<file path="src/hdl/ddmsl_pkg.sv">
// ----------------------------------------------------------------------------
// ddmsl_pkg
// Shared widths, register map, reset values and types of the mixer core.
// ----------------------------------------------------------------------------
package ddmsl_pkg;

  // field widths
  localparam int unsigned REF_W      = 16;
  localparam int unsigned FSR_W      = 9;
  localparam int unsigned Q8_W       = 16;
  localparam int unsigned MV_W       = 16;
  localparam int unsigned SPD_W      = 18;
  localparam int unsigned CFG_IDX_W  = 8;
  localparam int unsigned CFG_DATA_W = 16;

  // default depth of the command queue
  localparam int unsigned QUEUE_DEPTH_DEF = 2;

  // register indexes
  localparam logic [CFG_IDX_W-1:0] REG_FULL_SCALE  = 8'd0;
  localparam logic [CFG_IDX_W-1:0] REG_SPEED_LIMIT = 8'd1;
  localparam logic [CFG_IDX_W-1:0] REG_STEP_LIMIT  = 8'd2;
  localparam logic [CFG_IDX_W-1:0] REG_MV_GAIN     = 8'd3;

  // register reset values
  localparam logic [FSR_W-1:0] FSR_RESET      = 9'd160;
  localparam logic [Q8_W-1:0]  SPD_LIM_RESET  = 16'd20480;
  localparam logic [Q8_W-1:0]  STEP_LIM_RESET = 16'd1024;
  localparam logic [Q8_W-1:0]  MV_GAIN_RESET  = 16'd19200;

  // configuration register file
  typedef struct packed {
    logic [FSR_W-1:0] full_scale_rpm;
    logic [Q8_W-1:0]  speed_limit_q8;
    logic [Q8_W-1:0]  step_limit_q8;
    logic [Q8_W-1:0]  mv_per_rpm_q8;
  } cfg_regs_t;

  // one queued command
  typedef struct packed {
    logic signed [REF_W-1:0] speed_ref;
    logic signed [REF_W-1:0] turn_ref;
  } cmd_item_t;

  // queue status seen by front and back
  typedef struct packed {
    logic full;
    logic empty;
  } q_status_t;

  // back end sequencer
  typedef enum logic [2:0] {
    ST_IDLE,
    ST_MUL_W,
    ST_MIX,
    ST_SLEW,
    ST_MUL_L,
    ST_MUL_R,
    ST_DONE
  } back_state_t;

endpackage

</file>
<file path="src/hdl/ddmsl_ifs.sv">
// ----------------------------------------------------------------------------
// ddmsl channel interfaces
// Valid/ready channels for commands, drive results and register writes.
// ----------------------------------------------------------------------------
interface ddmsl_cmd_if;
  import ddmsl_pkg::*;
  logic                    valid;
  logic                    ready;
  logic signed [REF_W-1:0] speed_ref;
  logic signed [REF_W-1:0] turn_ref;
  modport source (output valid, speed_ref, turn_ref, input ready);
  modport sink (input valid, speed_ref, turn_ref, output ready);
endinterface

interface ddmsl_drv_if;
  import ddmsl_pkg::*;
  logic                   valid;
  logic                   ready;
  logic signed [MV_W-1:0] left_mv;
  logic signed [MV_W-1:0] right_mv;
  modport source (output valid, left_mv, right_mv, input ready);
  modport sink (input valid, left_mv, right_mv, output ready);
endinterface

interface ddmsl_cfg_if;
  import ddmsl_pkg::*;
  logic                  valid;
  logic                  ready;
  logic [CFG_IDX_W-1:0]  index;
  logic [CFG_DATA_W-1:0] data;
  modport source (output valid, index, data, input ready);
  modport sink (input valid, index, data, output ready);
endinterface

</file>
<file path="src/hdl/ddmsl_fifo.sv">
// ----------------------------------------------------------------------------
// ddmsl_fifo
// Small command queue between the front end and the back end.
// ----------------------------------------------------------------------------
module ddmsl_fifo #(
  parameter int unsigned DEPTH = ddmsl_pkg::QUEUE_DEPTH_DEF
) (
  input  logic                  clk,
  input  logic                  rst,
  input  logic                  push,
  input  ddmsl_pkg::cmd_item_t  din,
  input  logic                  pop,
  output ddmsl_pkg::cmd_item_t  dout,
  output ddmsl_pkg::q_status_t  status
);
  import ddmsl_pkg::*;

  localparam int unsigned PTR_W = (DEPTH > 1) ? $clog2(DEPTH) : 1;
  localparam int unsigned CNT_W = $clog2(DEPTH + 1);

  cmd_item_t        mem [DEPTH];
  logic [PTR_W-1:0] wr_ptr;
  logic [PTR_W-1:0] rd_ptr;
  logic [CNT_W-1:0] count;
  logic             do_push;
  logic             do_pop;

  // status and guarded strobes
  assign status.full  = (count == CNT_W'(DEPTH));
  assign status.empty = (count == '0);
  assign do_push      = push && !status.full;
  assign do_pop       = pop && !status.empty;
  assign dout         = mem[rd_ptr];

  // storage
  always_ff @(posedge clk) begin
    if (do_push) begin
      mem[wr_ptr] <= din;
    end
  end

  // pointers and fill count
  always_ff @(posedge clk) begin
    if (rst) begin
      wr_ptr <= '0;
      rd_ptr <= '0;
      count  <= '0;
    end else begin
      if (do_push) begin
        wr_ptr <= (wr_ptr == PTR_W'(DEPTH - 1)) ? '0 : wr_ptr + 1'b1;
      end
      if (do_pop) begin
        rd_ptr <= (rd_ptr == PTR_W'(DEPTH - 1)) ? '0 : rd_ptr + 1'b1;
      end
      if (do_push && !do_pop) begin
        count <= count + 1'b1;
      end else if (do_pop && !do_push) begin
        count <= count - 1'b1;
      end
    end
  end

endmodule

</file>
<file path="src/hdl/ddmsl_front.sv">
// ----------------------------------------------------------------------------
// ddmsl_front
// Takes commands into the queue and holds the configuration registers.
// ----------------------------------------------------------------------------
module ddmsl_front (
  input  logic                 clk,
  input  logic                 rst,
  ddmsl_cmd_if.sink            cmd,
  ddmsl_cfg_if.sink            cfg,
  input  ddmsl_pkg::q_status_t q_status,
  output logic                 q_push,
  output ddmsl_pkg::cmd_item_t q_data,
  output ddmsl_pkg::cfg_regs_t regs
);
  import ddmsl_pkg::*;

  // command side: accept while the queue has room
  assign cmd.ready        = !q_status.full;
  assign q_push           = cmd.valid && !q_status.full;
  assign q_data.speed_ref = cmd.speed_ref;
  assign q_data.turn_ref  = cmd.turn_ref;

  // register writes are always taken
  assign cfg.ready = 1'b1;

  // register file, unknown indexes are dropped
  always_ff @(posedge clk) begin
    if (rst) begin
      regs.full_scale_rpm <= FSR_RESET;
      regs.speed_limit_q8 <= SPD_LIM_RESET;
      regs.step_limit_q8  <= STEP_LIM_RESET;
      regs.mv_per_rpm_q8  <= MV_GAIN_RESET;
    end else if (cfg.valid) begin
      unique case (cfg.index)
        REG_FULL_SCALE:  regs.full_scale_rpm <= cfg.data[FSR_W-1:0];
        REG_SPEED_LIMIT: regs.speed_limit_q8 <= cfg.data[Q8_W-1:0];
        REG_STEP_LIMIT:  regs.step_limit_q8  <= cfg.data[Q8_W-1:0];
        REG_MV_GAIN:     regs.mv_per_rpm_q8  <= cfg.data[Q8_W-1:0];
        default: begin
        end
      endcase
    end
  end

endmodule

</file>
<file path="src/hdl/ddmsl_back.sv">
// ----------------------------------------------------------------------------
// ddmsl_back
// Mixes, clamps and slews the wheel speeds and scales them to millivolts
// through one shared multiplier.
// ----------------------------------------------------------------------------
module ddmsl_back (
  input  logic                 clk,
  input  logic                 rst,
  input  ddmsl_pkg::q_status_t q_status,
  input  ddmsl_pkg::cmd_item_t q_data,
  input  ddmsl_pkg::cfg_regs_t regs,
  output logic                 q_pop,
  ddmsl_drv_if.source          drv
);
  import ddmsl_pkg::*;

  localparam int unsigned PROD_W = SPD_W + Q8_W + 1;
  localparam int unsigned SUM_W  = SPD_W + 1;

  back_state_t              state;
  back_state_t              state_next;
  logic signed [SPD_W-1:0]  mul_a;
  logic [Q8_W-1:0]          mul_b;
  logic signed [PROD_W-1:0] ext_a;
  logic signed [PROD_W-1:0] ext_b;
  logic signed [PROD_W-1:0] prod_next;
  logic signed [PROD_W-1:0] prod;
  logic signed [REF_W-1:0]  turn_hold;
  logic signed [SPD_W-1:0]  v_q;
  logic signed [SPD_W-1:0]  w_cur;
  logic signed [SPD_W-1:0]  left_tgt;
  logic signed [SPD_W-1:0]  right_tgt;
  logic signed [SPD_W-1:0]  left_prev;
  logic signed [SPD_W-1:0]  right_prev;
  logic signed [MV_W-1:0]   left_hold;
  logic                     load_out;
  logic                     out_valid;
  logic signed [MV_W-1:0]   out_left;
  logic signed [MV_W-1:0]   out_right;

  // symmetric clamp of a wide difference to +/- lim
  function automatic logic signed [SPD_W-1:0] clamp_sym(
    input logic signed [SUM_W-1:0] x,
    input logic [Q8_W-1:0]         lim
  );
    logic signed [SUM_W-1:0] pos;
    logic signed [SUM_W-1:0] neg;
    pos = SUM_W'(lim);
    neg = -pos;
    if (x > pos) begin
      return SPD_W'(pos);
    end else if (x < neg) begin
      return SPD_W'(neg);
    end
    return SPD_W'(x);
  endfunction

  // step from prev toward tgt by at most lim
  function automatic logic signed [SPD_W-1:0] slew(
    input logic signed [SPD_W-1:0] tgt,
    input logic signed [SPD_W-1:0] prev,
    input logic [Q8_W-1:0]         lim
  );
    logic signed [SUM_W-1:0] diff;
    logic signed [SPD_W-1:0] d;
    logic signed [SUM_W-1:0] nxt;
    diff = SUM_W'(tgt) - SUM_W'(prev);
    d    = clamp_sym(diff, lim);
    nxt  = SUM_W'(prev) + SUM_W'(d);
    return SPD_W'(nxt);
  endfunction

  // floor shift by 16 and saturate to 16 bits
  function automatic logic signed [MV_W-1:0] sat_mv(
    input logic signed [PROD_W-1:0] p
  );
    logic [PROD_W-17:0] m;
    m = p[PROD_W-1:16];
    if (m[PROD_W-17:MV_W-1] == '0 || m[PROD_W-17:MV_W-1] == '1) begin
      return $signed(m[MV_W-1:0]);
    end else if (m[PROD_W-17]) begin
      return 16'sh8000;
    end
    return 16'sh7fff;
  endfunction

  // shared multiplier, registered
  assign ext_a     = PROD_W'(mul_a);
  assign ext_b     = PROD_W'(mul_b);
  assign prod_next = ext_a * ext_b;
  assign w_cur     = $signed(prod[SPD_W+6:7]);

  // next state
  always_comb begin
    state_next = state;
    unique case (state)
      ST_IDLE:  if (!q_status.empty) state_next = ST_MUL_W;
      ST_MUL_W: state_next = ST_MIX;
      ST_MIX:   state_next = ST_SLEW;
      ST_SLEW:  state_next = ST_MUL_L;
      ST_MUL_L: state_next = ST_MUL_R;
      ST_MUL_R: state_next = ST_DONE;
      ST_DONE:  if (!out_valid || drv.ready) state_next = ST_IDLE;
      default:  state_next = ST_IDLE;
    endcase
  end

  // sequencer outputs and multiplier operand select
  always_comb begin
    q_pop    = (state == ST_IDLE) && !q_status.empty;
    load_out = (state == ST_DONE) && (!out_valid || drv.ready);
    unique case (state)
      ST_IDLE: begin
        mul_a = SPD_W'(q_data.speed_ref);
        mul_b = Q8_W'(regs.full_scale_rpm);
      end
      ST_MUL_W: begin
        mul_a = SPD_W'(turn_hold);
        mul_b = Q8_W'(regs.full_scale_rpm);
      end
      ST_MUL_R: begin
        mul_a = right_prev;
        mul_b = regs.mv_per_rpm_q8;
      end
      default: begin
        mul_a = left_prev;
        mul_b = regs.mv_per_rpm_q8;
      end
    endcase
  end

  // state and wheel speed memory
  always_ff @(posedge clk) begin
    if (rst) begin
      state      <= ST_IDLE;
      left_prev  <= '0;
      right_prev <= '0;
    end else begin
      state <= state_next;
      if (state == ST_SLEW) begin
        left_prev  <= slew(left_tgt, left_prev, regs.step_limit_q8);
        right_prev <= slew(right_tgt, right_prev, regs.step_limit_q8);
      end
    end
  end

  // datapath registers, the right wheel product holds while a result waits
  always_ff @(posedge clk) begin
    if (state != ST_DONE) begin
      prod <= prod_next;
    end
    if (q_pop) begin
      turn_hold <= q_data.turn_ref;
    end
    if (state == ST_MUL_W) begin
      v_q <= $signed(prod[SPD_W+6:7]);
    end
    if (state == ST_MIX) begin
      left_tgt  <= clamp_sym(SUM_W'(v_q) - SUM_W'(w_cur), regs.speed_limit_q8);
      right_tgt <= clamp_sym(SUM_W'(v_q) + SUM_W'(w_cur), regs.speed_limit_q8);
    end
    if (state == ST_MUL_R) begin
      left_hold <= sat_mv(prod);
    end
    if (load_out) begin
      out_left  <= left_hold;
      out_right <= sat_mv(prod);
    end
  end

  // output register valid
  always_ff @(posedge clk) begin
    if (rst) begin
      out_valid <= 1'b0;
    end else if (load_out) begin
      out_valid <= 1'b1;
    end else if (drv.ready) begin
      out_valid <= 1'b0;
    end
  end

  assign drv.valid    = out_valid;
  assign drv.left_mv  = out_left;
  assign drv.right_mv = out_right;

endmodule

</file>
<file path="src/hdl/diff_drive_mix_slew_limiter_core.sv">
// ----------------------------------------------------------------------------
// diff_drive_mix_slew_limiter_core
// Differential drive mixer with per-wheel slew limiting and voltage scaling.
// ----------------------------------------------------------------------------
// Each command (speed_ref, turn_ref, signed Q1.15) yields one result
// (left_mv, right_mv, signed millivolts saturated to 16 bits). Commands are
// scaled to 1/256 rpm by full_scale_rpm, mixed into left = v - omega and
// right = v + omega, clamped to +/- speed_limit_q8, moved from the stored
// wheel speed by at most step_limit_q8 and scaled by mv_per_rpm_q8. A command
// queue lets new commands in while the back end works and a result waits in
// the output register. The back end handles one command at a time, in four
// products sharing one 18 x 17 multiplier plus the mix, slew and load steps,
// and pops the next only once its result is loaded. Register writes are taken
// at any time and should only be made while no command is in flight.
module diff_drive_mix_slew_limiter_core #(
  parameter int unsigned QUEUE_DEPTH = ddmsl_pkg::QUEUE_DEPTH_DEF
) (
  input  logic        clk,
  input  logic        rst,
  ddmsl_cmd_if.sink   cmd,
  ddmsl_cfg_if.sink   cfg,
  ddmsl_drv_if.source drv
);
  import ddmsl_pkg::*;

  q_status_t q_status;
  cmd_item_t q_din;
  cmd_item_t q_dout;
  cfg_regs_t regs;
  logic      q_push;
  logic      q_pop;

  // accept and configure
  ddmsl_front u_front (
    .clk      (clk),
    .rst      (rst),
    .cmd      (cmd),
    .cfg      (cfg),
    .q_status (q_status),
    .q_push   (q_push),
    .q_data   (q_din),
    .regs     (regs)
  );

  // command queue
  ddmsl_fifo #(
    .DEPTH (QUEUE_DEPTH)
  ) u_fifo (
    .clk    (clk),
    .rst    (rst),
    .push   (q_push),
    .din    (q_din),
    .pop    (q_pop),
    .dout   (q_dout),
    .status (q_status)
  );

  // compute and deliver
  ddmsl_back u_back (
    .clk      (clk),
    .rst      (rst),
    .q_status (q_status),
    .q_data   (q_dout),
    .regs     (regs),
    .q_pop    (q_pop),
    .drv      (drv)
  );

endmodule

</file>
<file path="src/flat_wrapper.sv">
// flat-port wrapper written by rule: the top's interface ports become plain ports
module diff_drive_mix_slew_limiter_core_flat import ddmsl_pkg::*;
#(
  parameter int unsigned QUEUE_DEPTH = ddmsl_pkg::QUEUE_DEPTH_DEF
)
  (clk, rst, cmd_valid, cmd_speed_ref, cmd_turn_ref, cmd_ready, cfg_valid, cfg_index, cfg_data, cfg_ready, drv_valid, drv_left_mv, drv_right_mv, drv_ready);
  ddmsl_cmd_if cmd_i ();
  ddmsl_cfg_if cfg_i ();
  ddmsl_drv_if drv_i ();
  input  logic clk;
  input  logic rst;
  input wire logic [$bits(cmd_i.valid)-1:0] cmd_valid;
  input wire logic [$bits(cmd_i.speed_ref)-1:0] cmd_speed_ref;
  input wire logic [$bits(cmd_i.turn_ref)-1:0] cmd_turn_ref;
  output wire logic [$bits(cmd_i.ready)-1:0] cmd_ready;
  input wire logic [$bits(cfg_i.valid)-1:0] cfg_valid;
  input wire logic [$bits(cfg_i.index)-1:0] cfg_index;
  input wire logic [$bits(cfg_i.data)-1:0] cfg_data;
  output wire logic [$bits(cfg_i.ready)-1:0] cfg_ready;
  output wire logic [$bits(drv_i.valid)-1:0] drv_valid;
  output wire logic [$bits(drv_i.left_mv)-1:0] drv_left_mv;
  output wire logic [$bits(drv_i.right_mv)-1:0] drv_right_mv;
  input wire logic [$bits(drv_i.ready)-1:0] drv_ready;
  assign cmd_i.valid = cmd_valid;
  assign cmd_i.speed_ref = cmd_speed_ref;
  assign cmd_i.turn_ref = cmd_turn_ref;
  assign cmd_ready = cmd_i.ready;
  assign cfg_i.valid = cfg_valid;
  assign cfg_i.index = cfg_index;
  assign cfg_i.data = cfg_data;
  assign cfg_ready = cfg_i.ready;
  assign drv_valid = drv_i.valid;
  assign drv_left_mv = drv_i.left_mv;
  assign drv_right_mv = drv_i.right_mv;
  assign drv_i.ready = drv_ready;
  diff_drive_mix_slew_limiter_core #(.QUEUE_DEPTH(QUEUE_DEPTH)) u_core (.clk(clk), .rst(rst), .cmd(cmd_i), .cfg(cfg_i), .drv(drv_i));
endmodule
</file>
<file path="config.mk">
export PLATFORM = sky130hd
export DESIGN_NAME = diff_drive_mix_slew_limiter_core_flat
export DESIGN_NICKNAME = d
export VERILOG_FILES = /design/src/hdl/ddmsl_pkg.sv /design/src/hdl/ddmsl_ifs.sv /design/src/hdl/ddmsl_fifo.sv /design/src/hdl/ddmsl_front.sv /design/src/hdl/ddmsl_back.sv /design/src/hdl/diff_drive_mix_slew_limiter_core.sv /design/src/flat_wrapper.sv
export SDC_FILE = /design/constraint.sdc
export NUM_CORES = 2
export LEC_CHECK = 0
export ABC_AREA = 1
export BUFFER_PORTS_ARGS = -buffer_cell sky130_fd_sc_hd__buf_2
export CELL_PAD_IN_SITES_DETAIL_PLACEMENT = 0
export CELL_PAD_IN_SITES_GLOBAL_PLACEMENT = 2
export CORE_UTILIZATION = 36
export CTS_CLUSTER_DIAMETER = 30
export CTS_CLUSTER_SIZE = 8
export DETAILED_ROUTE_END_ITERATION = 6
export GPL_TIMING_DRIVEN = 1
export HOLD_SLACK_MARGIN = 0.03
export PLACE_DENSITY_LB_ADDON = 0.1
export SYNTH_ARGS = -nofsm -noshare
export SYNTH_HDL_FRONTEND = slang
export SYNTH_SLANG_ARGS = --single-unit
</file>
<file path="constraint.sdc">
create_clock -name clk -period 6.39 [get_ports clk]
set_clock_uncertainty 0.2 [all_clocks]
set_input_delay 1.278 -clock clk [delete_from_list [all_inputs] [get_ports clk]]
set_output_delay 1.278 -clock clk [all_outputs]
set_load 0.05 [all_outputs]
</file>
==> impl.org <==
** Logic synthesis
- Seq/Total Area, Yosys :: 25.6%
- Yosys mapped the design onto 67 distinct sky130hd cell types.
- Syn Nets :: 4656
- Compound-Gate Fraction of Synth Area :: 11.4%
- Synthesized flop and latch total :: 312
- The Yosys step of the flow raised 0 warnings.
- In the synthesized netlist, mux cells make up 0% of the area.
- Post-synthesis share of cell area spent on xor and xnor gates :: 4.04%
- Count of flip-flops with a built-in enable after synthesis :: 210
- Combined area of all synthesized cells :: 32600 µm²
- The synthesized netlist devotes 31.0% of its cell area to adder and majority cells.
- FFs w/ async S/R, synth :: 0%
- A synthesized cell averages 8.23 µm².
- Predominant post-synthesis flop cell :: edfxtp_1
- Cells after synthesis :: 3966
- Of the total synthesized cell area, the portion taken by AND, OR, NAND and NOR gates is 17.6%.
- Largest family of logic cells by synthesized area :: adder cells

** Finish
- Finished layout cell area :: 42800 µm²
- Cells fill 47.7% of the core in the end.
- In the final layout, the share of cells above drive strength 1 is 24.2%.
- Net count, final :: 5260
- Area added between synthesis and finish :: 31.3%

** Global route
- For met3 alone, demand over resource in global routing was 2.68%.
- Entering global routing, the biggest net connects 57 pins.
- Met1 capacity usage during global routing :: 35.4%
- The number of global-route vias before repair is 28600.
- For this run the aggregate overflow at the end of global routing stands at 0.
- Total GRT Usage :: 25.9%
- Global-route wire length before repair :: 177000 µm
- The initial antenna violation count came to 4.
- Met2 Use GR :: 43.3%
- In this run the most used layer during global routing was met2.

** Worst setup path
- Required time at the worst-slack endpoint :: 6.56 ns
- The worst setup path is captured at a register.
- Cell repeated most along the worst path :: fa_1
- For this design, the slowest cell found on the critical path is fa_1.
- Delay contributed by the slowest stage of the critical path :: 0.60 ns
- Category of cells accounting for the largest share of critical-path delay :: adder cells
- CP Data Arrival Time :: 6.90 ns
- Counting both buffers and inverters, the worst setup path holds a total of 10.
- STA classifies the critical path startpoint as a register.
- Along the worst path, the maximum fanout reaches 8.
- The worst setup path is of the register to register kind.

** Timing
- Worst relative slew slack :: 36.2%
- Final Hold Vio Count :: 0
- The max-slew violation count is 0.
- Transition time at the pin with the least slew margin :: 0.955 ns
- The final critical path takes up 105% of the cycle.
- Number of setup violations in the final report :: 17
- Unrepaired setup endpoints after global routing :: yes
- Final worst setup slack :: -0.340 ns
- Static timing analysis puts the maximum clock frequency at 149 MHz.
- The worst path in the final design needs a cycle of 6.73 ns, including I/O delays and setup.

** Die
- The die covers 91900 µm².
- Area of the core region :: 89900 µm²
- For this configuration, the core starts out at a cell density of 36.3%.
- The initialized floorplan defines 110 standard-cell rows.
- Die Width :: 303 µm
- I/O pin count :: 96
- Measured along the y axis, the die boundary spans 303 µm.

** Placed design
- Final Wtd Congestion :: 0.906
- The count of buffers added on input and output ports is 94.
- Final HPWL from detailed placement :: 98700 µm
- Total placed instance area :: 38100 µm²

** Status
- The run finished, with violations left.
- The checks that failed: setup timing.

** Route
- Before antenna repair, the detailed router went through 6 iterations.
- Total Routed Length :: 117000 µm
- Drt initial violations :: 1556
- For this run, design rule violations remaining after detail routing come to 0.
- Once detail routing completed, the nets flagged for antenna violations numbered 0.
- The detailed router placed 28300 vias in this run.
- In the final routed layout, each cell accounts on average for 20.1 µm.
- After detailed routing, the number of vias per cell comes to 4.86.

** CTS
- H-Tree Depth :: 3
- Clock buffer count from CTS :: 87
- Clock tree synthesis found a total of 312 sinks.
- The clock passes through at most 3 buffers.
- CTS Hold Buffers Added :: 0
- Clock root buffer :: clkbuf_16
- Clock tree from TritonCTS :: done
- Clock-pin slew reported for the worst setup and hold paths after clock tree synthesis :: 0.05 ns
- Clk Latency, worst-skew pair :: 0.67 ns

** Hold path
- The path class of the tightest hold or removal check is register to register.

** Flow run
- The tool flagged a number of max-cap violations equal to 0.
-- cells in the mapped netlist, types with 6 or more instances --
| library cell | n | share of area (%) |
|---|---|---|
| nand3_2 | 8 | 0.25 |
| nor3_2 | 6 | 0.18 |
| fa_1 | 297 | 18 |
| a21oi_1 | 285 | 4.4 |
| nor4_1 | 8 | 0.15 |
| nand2_1 | 804 | 9.2 |
| buf_2 | 29 | 0.44 |
| inv_1 | 737 | 8.5 |
| o211ai_1 | 21 | 0.48 |
| buf_6 | 6 | 0.21 |
| xor2_1 | 95 | 2.5 |
| dfxtp_1 | 102 | 6.3 |
| o21bai_1 | 14 | 0.32 |
| o21a_1 | 12 | 0.28 |
| o22ai_2 | 8 | 0.31 |
| nor3_1 | 29 | 0.44 |
| o21ai_2 | 8 | 0.21 |
| a211oi_1 | 10 | 0.23 |
| nor2_1 | 292 | 3.4 |
| o21ai_1 | 13 | 0.20 |
| xnor2_1 | 43 | 1.2 |
| a21boi_0 | 6 | 0.14 |
| o2111ai_1 | 16 | 0.43 |
| o22ai_1 | 14 | 0.27 |
| o21ai_0 | 182 | 2.8 |
| a21o_1 | 10 | 0.23 |
| a31oi_1 | 12 | 0.23 |
| clkinv_1 | 7 | 0.081 |
| nand2_2 | 7 | 0.13 |
| nand3_1 | 166 | 2.5 |
| buf_4 | 9 | 0.21 |
| ha_1 | 332 | 13 |
| a21oi_2 | 13 | 0.35 |
| clkbuf_1 | 57 | 0.66 |
| edfxtp_1 | 210 | 19 |
| inv_2 | 8 | 0.092 |
| nand4_1 | 27 | 0.52 |
-- through the flow --
step           hold slack, ns  TNS [ns]  std cells  worst slack, ns
6_report                0.214     -3.20       5818           -0.340
3_5_place_dp            0.205     -8.27       5622           -0.696
5_1_grt                 0.223     -7.83       5817           -0.571
3_3_place_gp            0.202     -8.30       5622           -0.691
2_1_floorplan           0.200         0       3966          0.00275
4_1_cts                 0.213     -4.23       5803           -0.353
-- repair_timing --
action,in CTS,in global routing
pin swaps,75,96
buffers inserted,21,14
cloned,0,1
gates resized for setup,132,204
setup endpoints to repair,23,38
-- sequential cells by signal (all words and copies together) (netlist names), 18 cells and up, named ones only --
| name | cells |
|---|---|
| u_core.u_fifo.mem | 64 |
| u_core.u_back.left_prev | 18 |
| u_core.u_front.regs | 57 |
| u_core.u_back.left_tgt | 18 |
| u_core.u_back.v_q | 18 |
| u_core.u_back.right_prev | 18 |
| u_core.u_back.right_tgt | 18 |
| u_core.u_back.prod | 28 |
-- worst reg2reg max path, stage by stage, from the launching register on --
cell,delay (ns)
dfxtp_4,0.35
nor2_4,0.13
inv_4,0.07
nor2_4,0.20
buf_12,0.16
a21oi_4,0.07
o211ai_1,0.11
nand2_2,0.22
buf_6,0.22
nor2_4,0.10
inv_2,0.05
fa_1,0.51
fa_1,0.52
inv_2,0.08
buf_4,0.16
fa_1,0.54
inv_2,0.06
fa_1,0.50
fa_1,0.45
fa_1,0.60
inv_1,0.06
ha_1,0.28
inv_2,0.06
nor4_4,0.30
buf_4,0.19
nand3_4,0.08
o2111ai_2,0.10
xor2_1,0.09
-- path summary, 6_finish.rpt --
kind	startpoint	to	slack (ns)	depth (start not counted)
min reg2reg	u_core.u_back.left_hold[6]	u_core.u_back.drv.left_mv[6]	0.21	0
max reg2reg	u_core.u_back.state[1]	u_core.u_back.prod[34]	-0.34	27
min	u_core.u_back.left_hold[6]	u_core.u_back.drv.left_mv[6]	0.21	0
max	u_core.u_back.state[1]	u_core.u_back.prod[34]	-0.34	27
-- layer usage --
metal	up-vias	routed length, µm	part of all wire (%)
met2	560	55700	48
li1	14000	-	-
met3	135	4550	3.9
met1	13600	53600	46
met5	-	0	0
met4	0	3170	2.7
-- cells in the final DEF, fill, tap and decap left out, types with 33 or more instances in the layout --
cell and n:
buf_4 484, ha_1 308, edfxtp_1 210, o21ai_0 157
buf_2 94, nand3_1 162, inv_1 692, nand2_1 770
nor2_1 258, a21oi_2 39, fa_1 279, inv_2 49
a21oi_1 244, xnor2_1 41, dfxtp_1 96, nand2_2 33
xor2_1 91, clkbuf_16 88
-- cells by family after synthesis --
group | Yosys count
compound gates | 644
xor+xnor | 144
fa+ha+maj | 629
buf+inv | 861
flops | 312
other cells | 1
simple gates | 1375
-- layout make-up --
type                       count  area [µm²]
fill                        8927       47000
multi-input combinational   2793       22200
sequential                   312        8360
timing repair buffer         621        4760
inverter                     755        2870
clock buffer                  95        2210
tap                         1176        1470
clock inverter                65         983
antenna                        1        2.50
Power is left out: the tool's default activity adds up to more than one toggle a clock period on the data nets, which glitch-free logic cannot reach.
